File: src/sqrot_pkg.sv
// Package for the square matrix rotator: sizes, operation codes and the
// transaction structs shared by the front, queue, back and top level.
// No dependencies.
package sqrot_pkg;

  localparam int MAX_SIDE  = 64;
  localparam int WORD_BITS = 32;
  localparam int SIDE_W    = 7;                       // matrix_size register
  localparam int IDX_W     = $clog2(MAX_SIDE);        // row / column index
  localparam int POS_W     = $clog2(MAX_SIDE * MAX_SIDE);
  localparam int ADDR_W    = POS_W + 1;               // bank bit + position
  localparam int PROD_W    = 2 * SIDE_W;

  localparam logic OP_PUSH  = 1'b0;
  localparam logic OP_DRAIN = 1'b1;

  typedef struct packed {
    logic                 operation;
    logic [WORD_BITS-1:0] element;
  } in_item_t;

  typedef struct packed {
    logic [WORD_BITS-1:0] element_out;
    logic [IDX_W-1:0]     out_first_index;
    logic [IDX_W-1:0]     out_second_index;
    logic                 end_of_frame;
  } out_item_t;

  // One bank command: an optional write and an optional read.
  typedef struct packed {
    logic                 do_write;
    logic [ADDR_W-1:0]    waddr;
    logic [WORD_BITS-1:0] wdata;
    logic                 do_read;
    logic [ADDR_W-1:0]    raddr;
    logic [IDX_W-1:0]     row;
    logic [IDX_W-1:0]     col;
    logic                 last;
  } bank_cmd_t;

endpackage

File: src/sqrot_front.sv
// Front end of the rotator: holds the size register and all frame counters,
// turns each accepted push, or any accepted item while a frame waits, into a bank command. Depends on sqrot_pkg.
module sqrot_front (
  input  logic                         clk,
  input  logic                         rst_n,
  input  logic                         accept,
  input  sqrot_pkg::in_item_t          item,
  input  logic                         cfg_we,
  input  logic [sqrot_pkg::SIDE_W-1:0] cfg_size,
  output logic                         cmd_push,
  output sqrot_pkg::bank_cmd_t         cmd
);
  import sqrot_pkg::*;

  logic [SIDE_W-1:0] size_r, size_nxt;
  logic [POS_W-1:0]  last_pos_r, last_pos_nxt;   // n*n - 1
  logic [POS_W-1:0]  base_r, base_nxt;           // (n-1)*n, source of row 0
  logic [POS_W-1:0]  wpos_r, wpos_nxt;
  logic [POS_W-1:0]  rsrc_r, rsrc_nxt;
  logic [IDX_W-1:0]  ra_r, ra_nxt;
  logic [IDX_W-1:0]  rb_r, rb_nxt;
  logic              wsel_r, wsel_nxt;
  logic              waiting_r, waiting_nxt;

  logic [SIDE_W-1:0] clamped;
  logic [PROD_W-1:0] prod;
  logic [IDX_W-1:0]  nm1;
  logic              is_push;
  logic              rd_last;
  logic              wr_done;

  always_comb begin
    if (cfg_size == '0) begin
      clamped = SIDE_W'(1);
    end else if (cfg_size > SIDE_W'(MAX_SIDE)) begin
      clamped = SIDE_W'(MAX_SIDE);
    end else begin
      clamped = cfg_size;
    end
  end

  assign prod         = PROD_W'(clamped) * PROD_W'(clamped);
  assign last_pos_nxt = cfg_we ? POS_W'(prod - PROD_W'(1)) : last_pos_r;
  assign base_nxt     = cfg_we ? POS_W'(prod - PROD_W'(clamped)) : base_r;
  assign size_nxt     = cfg_we ? clamped : size_r;

  assign nm1     = IDX_W'(size_r - SIDE_W'(1));
  assign is_push = (item.operation == OP_PUSH);
  assign rd_last = (ra_r == nm1) && (rb_r == nm1);
  assign wr_done = (wpos_r == last_pos_r);

  always_comb begin
    wpos_nxt    = wpos_r;
    rsrc_nxt    = rsrc_r;
    ra_nxt      = ra_r;
    rb_nxt      = rb_r;
    wsel_nxt    = wsel_r;
    waiting_nxt = waiting_r;
    if (cfg_we) begin
      // drop partial and waiting frames, keep the bank select
      wpos_nxt    = '0;
      ra_nxt      = '0;
      rb_nxt      = '0;
      rsrc_nxt    = base_nxt;
      waiting_nxt = 1'b0;
    end else if (accept) begin
      if (waiting_r) begin
        if (rd_last) begin
          waiting_nxt = 1'b0;
          ra_nxt      = '0;
          rb_nxt      = '0;
        end else if (rb_r == nm1) begin
          rb_nxt   = '0;
          ra_nxt   = ra_r + IDX_W'(1);
          rsrc_nxt = base_r + POS_W'(ra_r) + POS_W'(1);
        end else begin
          rb_nxt   = rb_r + IDX_W'(1);
          rsrc_nxt = rsrc_r - POS_W'(size_r);
        end
      end
      if (is_push) begin
        if (wr_done) begin
          // frame complete: swap banks and start draining it
          wpos_nxt    = '0;
          wsel_nxt    = ~wsel_r;
          waiting_nxt = 1'b1;
          ra_nxt      = '0;
          rb_nxt      = '0;
          rsrc_nxt    = base_r;
        end else begin
          wpos_nxt = wpos_r + POS_W'(1);
        end
      end
    end
  end

  always_ff @(posedge clk) begin
    if (!rst_n) begin
      size_r     <= SIDE_W'(MAX_SIDE);
      last_pos_r <= POS_W'(MAX_SIDE * MAX_SIDE - 1);
      base_r     <= POS_W'((MAX_SIDE - 1) * MAX_SIDE);
      wpos_r     <= '0;
      rsrc_r     <= POS_W'((MAX_SIDE - 1) * MAX_SIDE);
      ra_r       <= '0;
      rb_r       <= '0;
      wsel_r     <= 1'b0;
      waiting_r  <= 1'b0;
    end else begin
      size_r     <= size_nxt;
      last_pos_r <= last_pos_nxt;
      base_r     <= base_nxt;
      wpos_r     <= wpos_nxt;
      rsrc_r     <= rsrc_nxt;
      ra_r       <= ra_nxt;
      rb_r       <= rb_nxt;
      wsel_r     <= wsel_nxt;
      waiting_r  <= waiting_nxt;
    end
  end

  assign cmd_push     = accept && (is_push || waiting_r);
  assign cmd.do_write = is_push;
  assign cmd.waddr    = {wsel_r, wpos_r};
  assign cmd.wdata    = item.element;
  assign cmd.do_read  = waiting_r;
  assign cmd.raddr    = {~wsel_r, rsrc_r};
  assign cmd.row      = ra_r;
  assign cmd.col      = rb_r;
  assign cmd.last     = rd_last;

  a_src_in_frame: assert property (@(posedge clk) disable iff (!rst_n)
    waiting_r |-> rsrc_r <= last_pos_r)
    else $error("read source beyond frame");

  a_coords_in_range: assert property (@(posedge clk) disable iff (!rst_n)
    waiting_r |-> (SIDE_W'(ra_r) < size_r) && (SIDE_W'(rb_r) < size_r))
    else $error("read coordinates outside matrix");

  a_drain_ends_with_fill: assert property (@(posedge clk) disable iff (!rst_n)
    accept && !cfg_we && is_push && wr_done && waiting_r |-> rd_last)
    else $error("frame completed while previous frame still draining");

  a_no_write_after_cfg: assert property (@(posedge clk) disable iff (!rst_n)
    cfg_we |=> (wpos_r == '0) && !waiting_r)
    else $error("size write did not restart frame");

endmodule

File: config.mk
export PLATFORM = sky130hd
export DESIGN_NAME = sqrot_front
export DESIGN_NICKNAME = d
export VERILOG_FILES = /design/src/sqrot_pkg.sv /design/src/sqrot_front.sv
export SDC_FILE = /design/constraint.sdc
export NUM_CORES = 1
export LEC_CHECK = 0
export BUFFER_PORTS_ARGS = -buffer_cell sky130_fd_sc_hd__buf_2
export CORE_MARGIN = 5
export CORE_UTILIZATION = 62
export DETAILED_ROUTE_END_ITERATION = 8
export PLACE_DENSITY = 0.88
export SYNTH_ARGS = -nofsm -noshare
export SYNTH_HDL_FRONTEND = slang
export SYNTH_SLANG_ARGS = --single-unit
File: constraint.sdc
create_clock -name clk -period 14.75 [get_ports clk]
set_input_delay 3.6875 -clock clk [delete_from_list [all_inputs] [get_ports clk]]
set_output_delay 3.6875 -clock clk [all_outputs]
set_load 0.1 [all_outputs]
==> results.cfg <==
[sta]
slew_headroom = 0.390
rsz0062_at_grt = no
max_clock_freq_mhz = 111
finClkSkew_ps = 9.77
setup_viol_count_final = 0
maxSlewViolCount = 0
worst_pin_slew_ps = 911
tns_ps = 0
min_period_ps = 9030
whs_ps = 476
min_period_over_period = 0.612
hold_viol_final = 0

[placement]
hpwl_um = 12500
dp_cells = 935
place.port_buffers = 53
gp_congestion = 0.990

[worst_setup_path]
critPathMaxFanout = 11
regToRegEndpoint = rsrc_r[9]
crit_path_end_kind = register
worstPathArrival_ps = 9240
reg2reg_depth = 10
worst-setup-path-type = in -> reg
timing.rr.start = size_r[0]
crit_required_ps = 14960
crit_path_start_kind = primary input
r2r_setup_slack_ps = 11360

[layout]
final_cell_mix = nor2_1, dfxtp_1, inv_1, nand2_1, buf_2
layout-drive-gt1-share = 0.105
instances_no_fill = 951
antennaDiodeCount = 0
areaGrowthSynthToFinish_pct = 3.58
mostFrequentLayoutCell = nor2_1
final_nets = 914

[global_route]
antenna_found_initial = 0
gr-total-overflow = 0
grt_max_degree = 49
grt_use_total = 0.267
grt_pass1_wl_um = 27500
grt_pass1_vias = 5684

[hold_path]
min_to = base_r[0]
min_path_type = reg -> reg
hold_path_depth = 2
worstHoldStart = base_r[0]

[clock_tree]
cts_made_buffers = 9
cts_sinks = 68
clk_pin_slew_ps = 80
post_cts_resized = 0
clockBufferDepth = 2
clockRootBuffer = clkbuf_8
clock_latency_ps = 360
post_cts_buffers = 0
postCtsHoldBufs = 0
cts.htree.levels = 3
cts_tree = yes

[drt]
routedWlPerCell_um = 17.2
wirelength_um = 16400
vias = 5914
vias_per_cell = 6.22
postRouteAntennaNets = 0
dr.first_iter.drc_count = 546
drc = 0
first_pass_iters = 5

[floorplan]
rows = 36
io_pins = 118
die_area_um2 = 12300
core_area_um2 = 9860
die_x_um = 111
start_util = 0.642
die_h_um = 111

[synth]
async_flop_share = 0
yosys_register_bits = 68
yosysWarnings = 0
synth_edf_count = 0
syn_inst = 815
seq_area_frac_synth = 0.215
syn_area_um2 = 6330
ys_dominant_reg_cell = dfxtp_1
syn_avg_cell_area_um2 = 7.77
synth.distinct_cells = 67

[power]
seq_power_share = 0.328
p_comb_frac = 0.434
p_sw_frac = 0.427
p_leak_uw = 0.00275
p_int_uw = 384
power.total_uw = 671
power_density_nw_per_um2 = 102
p_clk_frac = 0.238
p_switching_uw = 287
ir_worst_vdd_uv = 106

[status]
status = finished, final reports clean

[job]
drv_cap = 0
[stage by stage]
stage                     utilization  setup WS [ps]  cell area [µm²]
final                           0.665           5720             6560
after global routing            0.665           5320             6560
after CTS                       0.665           5810             6560
after detailed placement        0.644           5440             6360
after global placement          0.644           5730             6360
after floorplan                     -           4400             6340
[logic make-up (layout without fill, tap and decap cells)]
kind of cell	count (synthesis)	after routing	share of synthesized area
simple gates	278	278	0.225
buf+inv	133	133	0.105
fa+ha+maj	57	57	0.130
mux	10	10	0.0158
other cells	2	5	0.00119
xor+xnor	68	68	0.0984
flops	68	68	0.215
compound gates	199	199	0.210
[power by group through the flow]
stage | clock network (µW) | logic, µW | registers (µW)
2_1_floorplan | 0 | 236 | 258
3_3_place_gp | 0 | 277 | 222
3_5_place_dp | 0 | 286 | 223
4_1_cts | 160 | 288 | 219
5_1_grt | 169 | 321 | 222
6_report | 160 | 292 | 220
[synthesized netlist by cell type, types with 6 or more instances]
cell type  number  area share
nand3b_1        6      0.0071
buf_4          39       0.046
nor2_1         85       0.050
ha_1           42       0.083
o211ai_1       13       0.015
a22oi_1         7      0.0083
nand3_1        19       0.015
a21o_1         11       0.013
nor4_1          7      0.0069
o21ai_0        46       0.036
and2_1         10      0.0099
fa_1           15       0.047
nand2_1        59       0.035
o21a_1         13       0.015
mux2i_1        10       0.016
o31a_1          6      0.0083
nand4_1         9      0.0089
a21oi_1        43       0.034
dfxtp_1        68        0.22
a31oi_1         6      0.0059
inv_1          62       0.037
xor2_1         27       0.037
a2111oi_0       6      0.0083
xnor2_1        39       0.054
nor2b_1        11       0.011
or3_1           8      0.0079
a211oi_1       11       0.013
clkbuf_1       26       0.015
nor3_1         23       0.018
nand2b_1       10      0.0099
[critical path, cell delays in order]
cell and delay, ps:
buf_2 170, inv_1 190, nand2_1 260, nor2_1 220, ha_1 280, xnor2_1 150, fa_1 490, inv_1 60
fa_1 520, inv_1 50, fa_1 520, inv_1 40, ha_1 380, o21a_1 150, o31a_1 180, a21o_1 130
inv_1 70, ha_1 320, a21o_1 210, nor4b_1 510, o21ai_0 210, xnor2_1 270, o221ai_1 150
[layer usage]
layer	track usage	part of all wire	up-vias	routed length, µm
met3	0.0644	0.089	71	1450
li1	-	-	2815	-
met4	0.117	0.040	0	656
met5	0	0	-	0
met1	0.345	0.41	2719	6760
met2	0.424	0.46	309	7510
[final cells by class]
cell class | instances | area, µm²
multi-input combinational | 617 | 4320
fill | 844 | 3310
sequential | 68 | 1360
timing repair buffer | 55 | 280
inverter | 62 | 233
tap | 133 | 166
clock buffer | 9 | 124
clock inverter | 7 | 75.1
[sequential cells by signal, indices dropped and copies added, names as in the netlist]
register and cells:
ra_r 6, last_pos_r 11, rb_r 6, waiting_r 1, wsel_r 1, wpos_r 12
rsrc_r 12, base_r 12, size_r 7
[worst max path at each step]
| stage | start | endpoint | slack (ps) |
|---|---|---|---|
| finish | cfg_size[6] | rsrc_r[11] | 5720 |
| CTS | cfg_size[6] | rsrc_r[11] | 5810 |
| detailed placement | cfg_size[6] | rsrc_r[11] | 5440 |
| global placement | cfg_size[6] | rsrc_r[11] | 5730 |
| global route | cfg_size[6] | rsrc_r[11] | 5320 |
| floorplan | accept | cmd_push | 4400 |
No activity file was read; power rests on OpenSTA's default activity.
