## src/sqrot_pkg.sv

```systemverilog
// Package for the square matrix rotator: sizes, operation codes and the
// transaction structs shared by the front, queue, back and top level.
// No dependencies.
package sqrot_pkg;

  localparam int MAX_SIDE  = 64;
  localparam int WORD_BITS = 32;
  localparam int SIDE_W    = 7;                       // matrix_size register
  localparam int IDX_W     = $clog2(MAX_SIDE);        // row / column index
  localparam int POS_W     = $clog2(MAX_SIDE * MAX_SIDE);
  localparam int ADDR_W    = POS_W + 1;               // bank bit + position
  localparam int PROD_W    = 2 * SIDE_W;

  localparam logic OP_PUSH  = 1'b0;
  localparam logic OP_DRAIN = 1'b1;

  typedef struct packed {
    logic                 operation;
    logic [WORD_BITS-1:0] element;
  } in_item_t;

  typedef struct packed {
    logic [WORD_BITS-1:0] element_out;
    logic [IDX_W-1:0]     out_first_index;
    logic [IDX_W-1:0]     out_second_index;
    logic                 end_of_frame;
  } out_item_t;

  // One bank command: an optional write and an optional read.
  typedef struct packed {
    logic                 do_write;
    logic [ADDR_W-1:0]    waddr;
    logic [WORD_BITS-1:0] wdata;
    logic                 do_read;
    logic [ADDR_W-1:0]    raddr;
    logic [IDX_W-1:0]     row;
    logic [IDX_W-1:0]     col;
    logic                 last;
  } bank_cmd_t;

endpackage

```

## src/sqrot_queue.sv

```systemverilog
// Two-entry command queue between front and back of the rotator.
// Depends on sqrot_pkg.
module sqrot_queue (
  input  logic                 clk,
  input  logic                 rst_n,
  input  logic                 push,
  input  sqrot_pkg::bank_cmd_t push_cmd,
  input  logic                 pop,
  output sqrot_pkg::bank_cmd_t head,
  output logic                 empty,
  output logic                 full
);
  import sqrot_pkg::*;

  bank_cmd_t  slot_r [2];
  logic       wr_ptr_r, wr_ptr_nxt;
  logic       rd_ptr_r, rd_ptr_nxt;
  logic [1:0] count_r, count_nxt;
  logic       do_push;
  logic       do_pop;

  assign empty   = (count_r == 2'd0);
  assign full    = (count_r == 2'd2);
  assign do_push = push && !full;
  assign do_pop  = pop && !empty;
  assign head    = slot_r[rd_ptr_r];

  assign wr_ptr_nxt = do_push ? ~wr_ptr_r : wr_ptr_r;
  assign rd_ptr_nxt = do_pop ? ~rd_ptr_r : rd_ptr_r;

  always_comb begin
    count_nxt = count_r;
    if (do_push && !do_pop) begin
      count_nxt = count_r + 2'd1;
    end else if (do_pop && !do_push) begin
      count_nxt = count_r - 2'd1;
    end
  end

  always_ff @(posedge clk) begin
    if (do_push) begin
      slot_r[wr_ptr_r] <= push_cmd;
    end
  end

  always_ff @(posedge clk) begin
    if (!rst_n) begin
      wr_ptr_r <= 1'b0;
      rd_ptr_r <= 1'b0;
      count_r  <= 2'd0;
    end else begin
      wr_ptr_r <= wr_ptr_nxt;
      rd_ptr_r <= rd_ptr_nxt;
      count_r  <= count_nxt;
    end
  end

  a_count_bound: assert property (@(posedge clk) disable iff (!rst_n)
    count_r <= 2'd2)
    else $error("queue count out of range");

  a_ptrs_track_count: assert property (@(posedge clk) disable iff (!rst_n)
    (count_r == 2'd0 || count_r == 2'd2) |-> wr_ptr_r == rd_ptr_r)
    else $error("queue pointers disagree with count");

  a_no_push_when_full: assert property (@(posedge clk) disable iff (!rst_n)
    full |-> !push)
    else $error("push into full queue");

endmodule

```

## config.mk

```make
export PLATFORM = sky130hd
export DESIGN_NAME = sqrot_queue
export DESIGN_NICKNAME = d
export VERILOG_FILES = /design/src/sqrot_pkg.sv /design/src/sqrot_queue.sv
export SDC_FILE = /design/constraint.sdc
export NUM_CORES = 1
export LEC_CHECK = 0
export ABC_AREA = 1
export ABC_CLOCK_PERIOD_IN_PS = 5980
export BUFFER_PORTS_ARGS = -buffer_cell sky130_fd_sc_hd__buf_2
export CORE_ASPECT_RATIO = 1.5
export CORE_MARGIN = 2
export CORE_UTILIZATION = 40
export DETAILED_ROUTE_END_ITERATION = 16
export GPL_ROUTABILITY_DRIVEN = 0
export HOLD_SLACK_MARGIN = 0.02
export PLACE_DENSITY = 0.69
export SLEW_MARGIN = 15
export SYNTH_ARGS = -nofsm -noshare
export SYNTH_HDL_FRONTEND = slang
export SYNTH_SLANG_ARGS = --single-unit
export TNS_END_PERCENT = 30
```

## constraint.sdc

```tcl
create_clock -name clk -period 5.98 [get_ports clk]
set_clock_uncertainty 0.1 [all_clocks]
set_input_delay 1.196 -clock clk [delete_from_list [all_inputs] [get_ports clk]]
set_output_delay 1.196 -clock clk [all_outputs]
set_load 0.02 [all_outputs]
```

==> impl_results.md, run 1 <==
* Net Switching at 0.917 mW
* DIE AREA at 15700 µm²
* Chip Height at 152 µm
* Outcome: complete, no violations
* Final non-filler cell total at 638
* Drt first pass iters at 4
* Startpoint types: flip-flop
* Grt total ovfl at 0
* Net Count, Synth at 343
* Synthesized flop and latch total at 151
* Num rows at 54
* CTS clk-pin slew, worst paths at 0.06 ns
* Worst Tran Pin Value at 0.881 ns
* Clk pwr share at 30.0%
* Ys Warns at 0
* CP Class: reg2out
* Vias/cell at 4.51
* Final Max Tran Viols at 0
* Critical Path RT at 4.68 ns
* Worst Slack Setup Final at 2.24 ns
* Hold Startpoint: rd_ptr_r
* Final TNS setup at 0 ns
* Hold_buf cts at 0
* Primary FF master, synth: edfxtp_1
* Sink Count at 151
* Cell Area, Synth at 5870 µm²
* Area grow syn2layout at 24.4%
* Final setup vio count at 0
* Synth top area cells: edfxtp_1 (75%), mux2_4 (18%), buf_12 (2.4%)
* RSZ-0062 raised after global routing: no
* CP Capture Type: output port
* First-pass GRT wire length at 14800 µm
* Count leader, synth: edfxtp_1
* DRT iter0 DRCs at 84
* Int Pwr at 2.27 mW
* NumNets Final at 508
* Sequential Power Share at 44.6%
* Vias post-DR at 2875
* PortBufs at 151
* Core region area at 14500 µm²
* Routed wire length at 10000 µm
* # IOs at 152
* LEAKAGE at 2.87 nW
* Dpl ws at 2.60 ns
* Post-cts sizing count at 0
* Slew HR at 41.2%
* HP Class: reg2reg
* Die W at 103 µm
* Crit share post-route at 62.5%
* Final min period at 3.74 ns
* Yosys top cell area share at 74.7%
* CP max FO at 42
* WL per Instance at 15.7 µm
* Data arrival, critical path at 2.44 ns
* Final hold slack at 0.414 ns
* Gr usage total at 12.9%
* Final Hold Viols at 0
* Comb pwr share at 25.4%
* Max-cap violations at 0
* Initial antenna violation count at 0
* Maximum clock frequency at 0.267 GHz
* Mapped Cells at 265
* Post-synth EDFFs at 146
* CTS H-tree lvls at 4
* Total CTS buffers at 17
* List of most frequent post-synthesis cells: edfxtp_1 (146), mux2_4 (70), nor2_1 (11), inv_1 (9), buf_12 (7)
* Clk_lat worst skew at 0.40 ns
* Share of cells above drive strength 1 at 58.4%
* Post-synth ARST share at 0%
* Mean Syn Cell Area at 22.1 µm²
* P per Cell Area at 437 nW/µm²
* Clock root cell: clkbuf_16
* Diodes inserted at 0
* Vias in the first global route at 3104
* Clk buf depth at 2
* ANT nets after route at 0
* Sw Share at 28.8%
* Pin count of the biggest net entering global routing at 54
* Placed wire-length estimate at 6730 µm
* Synth unique cells at 15
* Reg-to-Reg Start: count_r[0]
* Post-synthesis sequential area ratio at 76.5%
* Starting density of the core at 40.6%
* CTS tree: yes
* Leading area contributor after synthesis: edfxtp_1
* Max VDD drop at 0.250 mV
* # DRC at 0
* Dpl cells at 607
* Setup Buffers After CTS at 0
routing by layer:
metal / track usage [%] / vias up / share of wire [%]
met1: 12.5 / 1406 / 36
met3: 3.62 / 19 / 5.0
met5: 0 / - / 0
met4: 7.58 / 0 / 2.8
li1: - / 1356 / -
met2: 23.6 / 94 / 56
cell families (layout without fill, tap and decap cells):
kind of cell | after synthesis | count (layout) | share of synthesized area, %
muxes | 73 | 73 | 18.5
adders and majority gates | 1 | 1 | 0.213
AOI/OAI and AO/OA | 4 | 4 | 0.405
DFF | 151 | 151 | 76.5
and+or+nand+nor | 19 | 19 | 1.28
buffers and inverters | 17 | 194 | 3.16
state kept, by name (all words and copies together), names as in the netlist, named ones only:
name / count
count_r: 2
rd_ptr_r: 1
slot_r: 146
wr_ptr_r: 1
final timing paths:
check,endpoint,slack (ns),depth (start not counted)
setup / recovery,head[68],2.24,3
hold / removal,flip-flop,0.41,2
hold reg to reg,flip-flop,0.41,2
setup reg to reg,slot_r[1][63],3.59,3
cell usage in the layout, fill, tap and decap left out, types with 2 or more instances in the layout:
cell type and count:
buf_2 151, buf_4 3, clkbuf_1 2, clkbuf_16 17, clkinv_1 2, clkinvlp_4 6, dfxtp_1 4, edfxtp_1 146
inv_1 9, inv_6 2, mux2_2 3, mux2_4 70, nand2_1 6, nor2_1 9, nor2_4 2, o21ai_0 2
worst max-delay path: stages, from the launching register on:
cell and delay (ns):
dfxtp_4 0.86, buf_4 0.60, mux2_2 0.40, buf_2 0.16
stage by stage:
step,utilization [%],cell area [µm²],power [mW]
2_1_floorplan,-,5870,2.08
3_5_place_dp,46.7,6760,2.27
5_1_grt,50.4,7290,3.33
3_3_place_gp,46.7,6760,2.25
4_1_cts,50.4,7290,3.23
6_report,50.4,7290,3.19
final cells by class:
cell class	instances	area, µm²
fill	1239	7160
sequential	151	4490
multi-input combinational	97	1210
timing repair buffer	154	778
clock buffer	19	433
tap	196	245
clock inverter	12	105
inverter	9	33.8
power by group through the flow:
stage	Sequential (mW)	Combinational, mW	Clock [mW]
finish	1.42	0.808	0.958
global route	1.44	0.866	1.02
CTS	1.43	0.823	0.985
detailed placement	1.45	0.821	0
global placement	1.44	0.811	0
floorplan	1.41	0.674	0
Note: power is estimated with default switching activity, not from simulation.
==> run 2, diff against run 1 <==
Settings changed: ABC_CLOCK_PERIOD_IN_PS 5980 to 3500.
Clock period 5.98 ns to 3.5 ns, I/O delays scaled along.
==> run 2 against run 1 <==
Compared with the run above:
- die area unchanged
- combinational power increased by 76%
- largest power group unchanged
- sequential share of layout area decreased by 1.0 points
- via count increased by 1.3%
- final area increased by 1.7%
- non-clock buffer count increased by 3
- core utilization increased by 0.85 points
- worst hold slack got worse by 0.038 ns
- flip-flop and latch count unchanged
- routed wire length increased by 4.7%
- critical path depth unchanged
- sequential power increased by 70%
==> impl_results.md, run 2 (synthesis gave the netlist of run 1 again) <==
* Outcome: complete, no violations
* DR top layer: met4
* ANT nets after route at 0
* DRT iter0 DRCs at 79
* RR Endpoint: count_r[1]
* Grt total ovfl at 0
* Chip Height at 152 µm
* Final min period at 2.81 ns
* Total CTS buffers at 17
* Maximum clock frequency at 0.356 GHz
* Design area at 7420 µm²
* Reg with most FFs: slot_r
* Critical path's largest stage delay at 0.63 ns
* # IOs at 152
* Slew HR at 60.0%
* Clk buf depth at 2
* Crit share post-route at 80.2%
* Clock root cell: clkbuf_16
* Vias in the first global route at 3069
* CP max-delay cell: dfxtp_4
* Setup Buffers After CTS at 0
* Die W at 103 µm
* Reg-to-Reg Start: count_r[1]
* CTS H-tree lvls at 4
* Top Registers: slot_r x146, count_r x2
* Hold_buf cts at 0
* Commonest non-fill, non-tap cell in the layout: buf_2
* Drt first pass iters at 4
* # fillers at 1229
* Met2 WL post-DR at 5960 µm
* Final non-filler cell total at 643
* CTS tree: yes
* Final Util at 51.3%
* Placed wire-length estimate at 7160 µm
* Gr usage total at 13.6%
* Register area at 4490 µm²
* Routed wire length at 10500 µm
* Cell Chain, Critical Path: buf_4 -> mux2_4 -> buf_2
* NumNets Final at 511
* Initial antenna violation count at 1
* P per Cell Area at 772 nW/µm²
* LEAKAGE at 2.94 nW
* Final Hold Viols at 0
* Core region area at 14500 µm²
* Total Power at 5.72 mW
* PortBufs at 151
* Vias/cell at 4.53
* # DRC at 0
* WL per Instance at 16.3 µm
* Multi-input gate area at 1210 µm²
* Worst reg2reg setup slack at 1.83 ns
* Max-cap violations at 0
* HP Class: in2reg
* Largest register FFs at 146
* Pin count of the biggest net entering global routing at 46
* CP max FO at 24
* Final setup vio count at 0
* Num rows at 54
* Post-cts sizing count at 0
* Final Max Tran Viols at 0
* CTS clk-pin slew, worst paths at 0.06 ns
* Critical Path RT at 2.70 ns
* DP Area at 6790 µm²
* Sink Count at 151
* Routed wire length on met3 at 558 µm
* CP Class: reg2out
* Dpl cells at 610
* Reg2reg path depth at 9
* WHS Path Cells at 1
* First-pass GRT wire length at 15400 µm
* Share of cells above drive strength 1 at 59.2%
* CP Capture Type: output port
* Starting density of the core at 40.6%
* Hold EP: slot_r[1][23]
* Area grow syn2layout at 26.5%
* Startpoint types: flip-flop
* DIE AREA at 15700 µm²
* Max VDD drop at 0.371 mV
* Most frequent cells in the layout: buf_2 (151), edfxtp_1 (146), mux2_4 (70)
* Clk_lat worst skew at 0.41 ns
* RSZ-0062 raised after global routing: no
* Worst Tran Pin Value at 0.600 ns
* Hold Startpoint: push_cmd[23]
* M1 WL at 3720 µm
* Data arrival, critical path at 2.01 ns
* Vias post-DR at 2911
[run 2: changes by cell type in the layout (fill, tap and decap cells not counted)]
| cell | before | now |
|---|---|---|
| clkinvlp_4 | 6 | 2 |
| clkbuf_8 | 0 | 1 |
| clkinv_1 | 2 | 0 |
| clkinv_2 | 1 | 3 |
| diode_2 | 0 | 1 |
| buf_12 | 0 | 1 |
| clkinv_4 | 0 | 1 |
| buf_4 | 3 | 5 |
| bufinv_16 | 1 | 4 |
[run 2: power breakdown]
| group | switching [mW] | internal (mW) | total [mW] |
|---|---|---|---|
| Clock | 0.679 | 1.21 | 1.89 |
| Sequential | 0.119 | 2.29 | 2.41 |
| Combinational | 0.788 | 0.634 | 1.42 |
[run 2: critical path, delay by kind of cell, from the launching register on]
family   cells  cell delay, ns
flops        1            0.63
buf+inv      2            0.61
mux          1            0.34
[run 2: layer usage]
layer	global-route usage, %	vias up
met1	13.3	1428
met3	4.45	17
met5	0	-
li1	-	1363
met4	7.27	0
met2	24.6	103
[run 2: cell type report]
class | instances | area share, %
Sequential cell | 151 | 60.5
Multi-Input combinational cell | 97 | 16.3
Timing Repair Buffer | 157 | 11.0
Clock buffer | 20 | 6.02
Tap cell | 196 | 3.31
Clock inverter | 12 | 2.38
Inverter | 9 | 0.455
Antenna cell | 1 | 0.0337
[run 2: worst max-delay path by stage]
stage                   end       from  depth (start not counted)
3_5_place_dp       head[30]  flip-flop                          3
2_1_floorplan  slot_r[0][0]       push                          2
3_3_place_gp       head[30]  flip-flop                          3
5_1_grt            head[30]  flip-flop                          3
4_1_cts            head[30]  flip-flop                          3
6_report           head[30]  flip-flop                          3
[run 2: stage by stage]
| stage | TNS, ns | hold WS [ns] | setup slack [ns] |
|---|---|---|---|
| after floorplan | -134.13 | 0.367 | -0.919 |
| after global placement | 0 | 0.387 | 1.13 |
| after detailed placement | 0 | 0.413 | 1.09 |
| after CTS | 0 | 0.351 | 0.605 |
| after global routing | 0 | 0.350 | 0.602 |
| final | 0 | 0.376 | 0.693 |
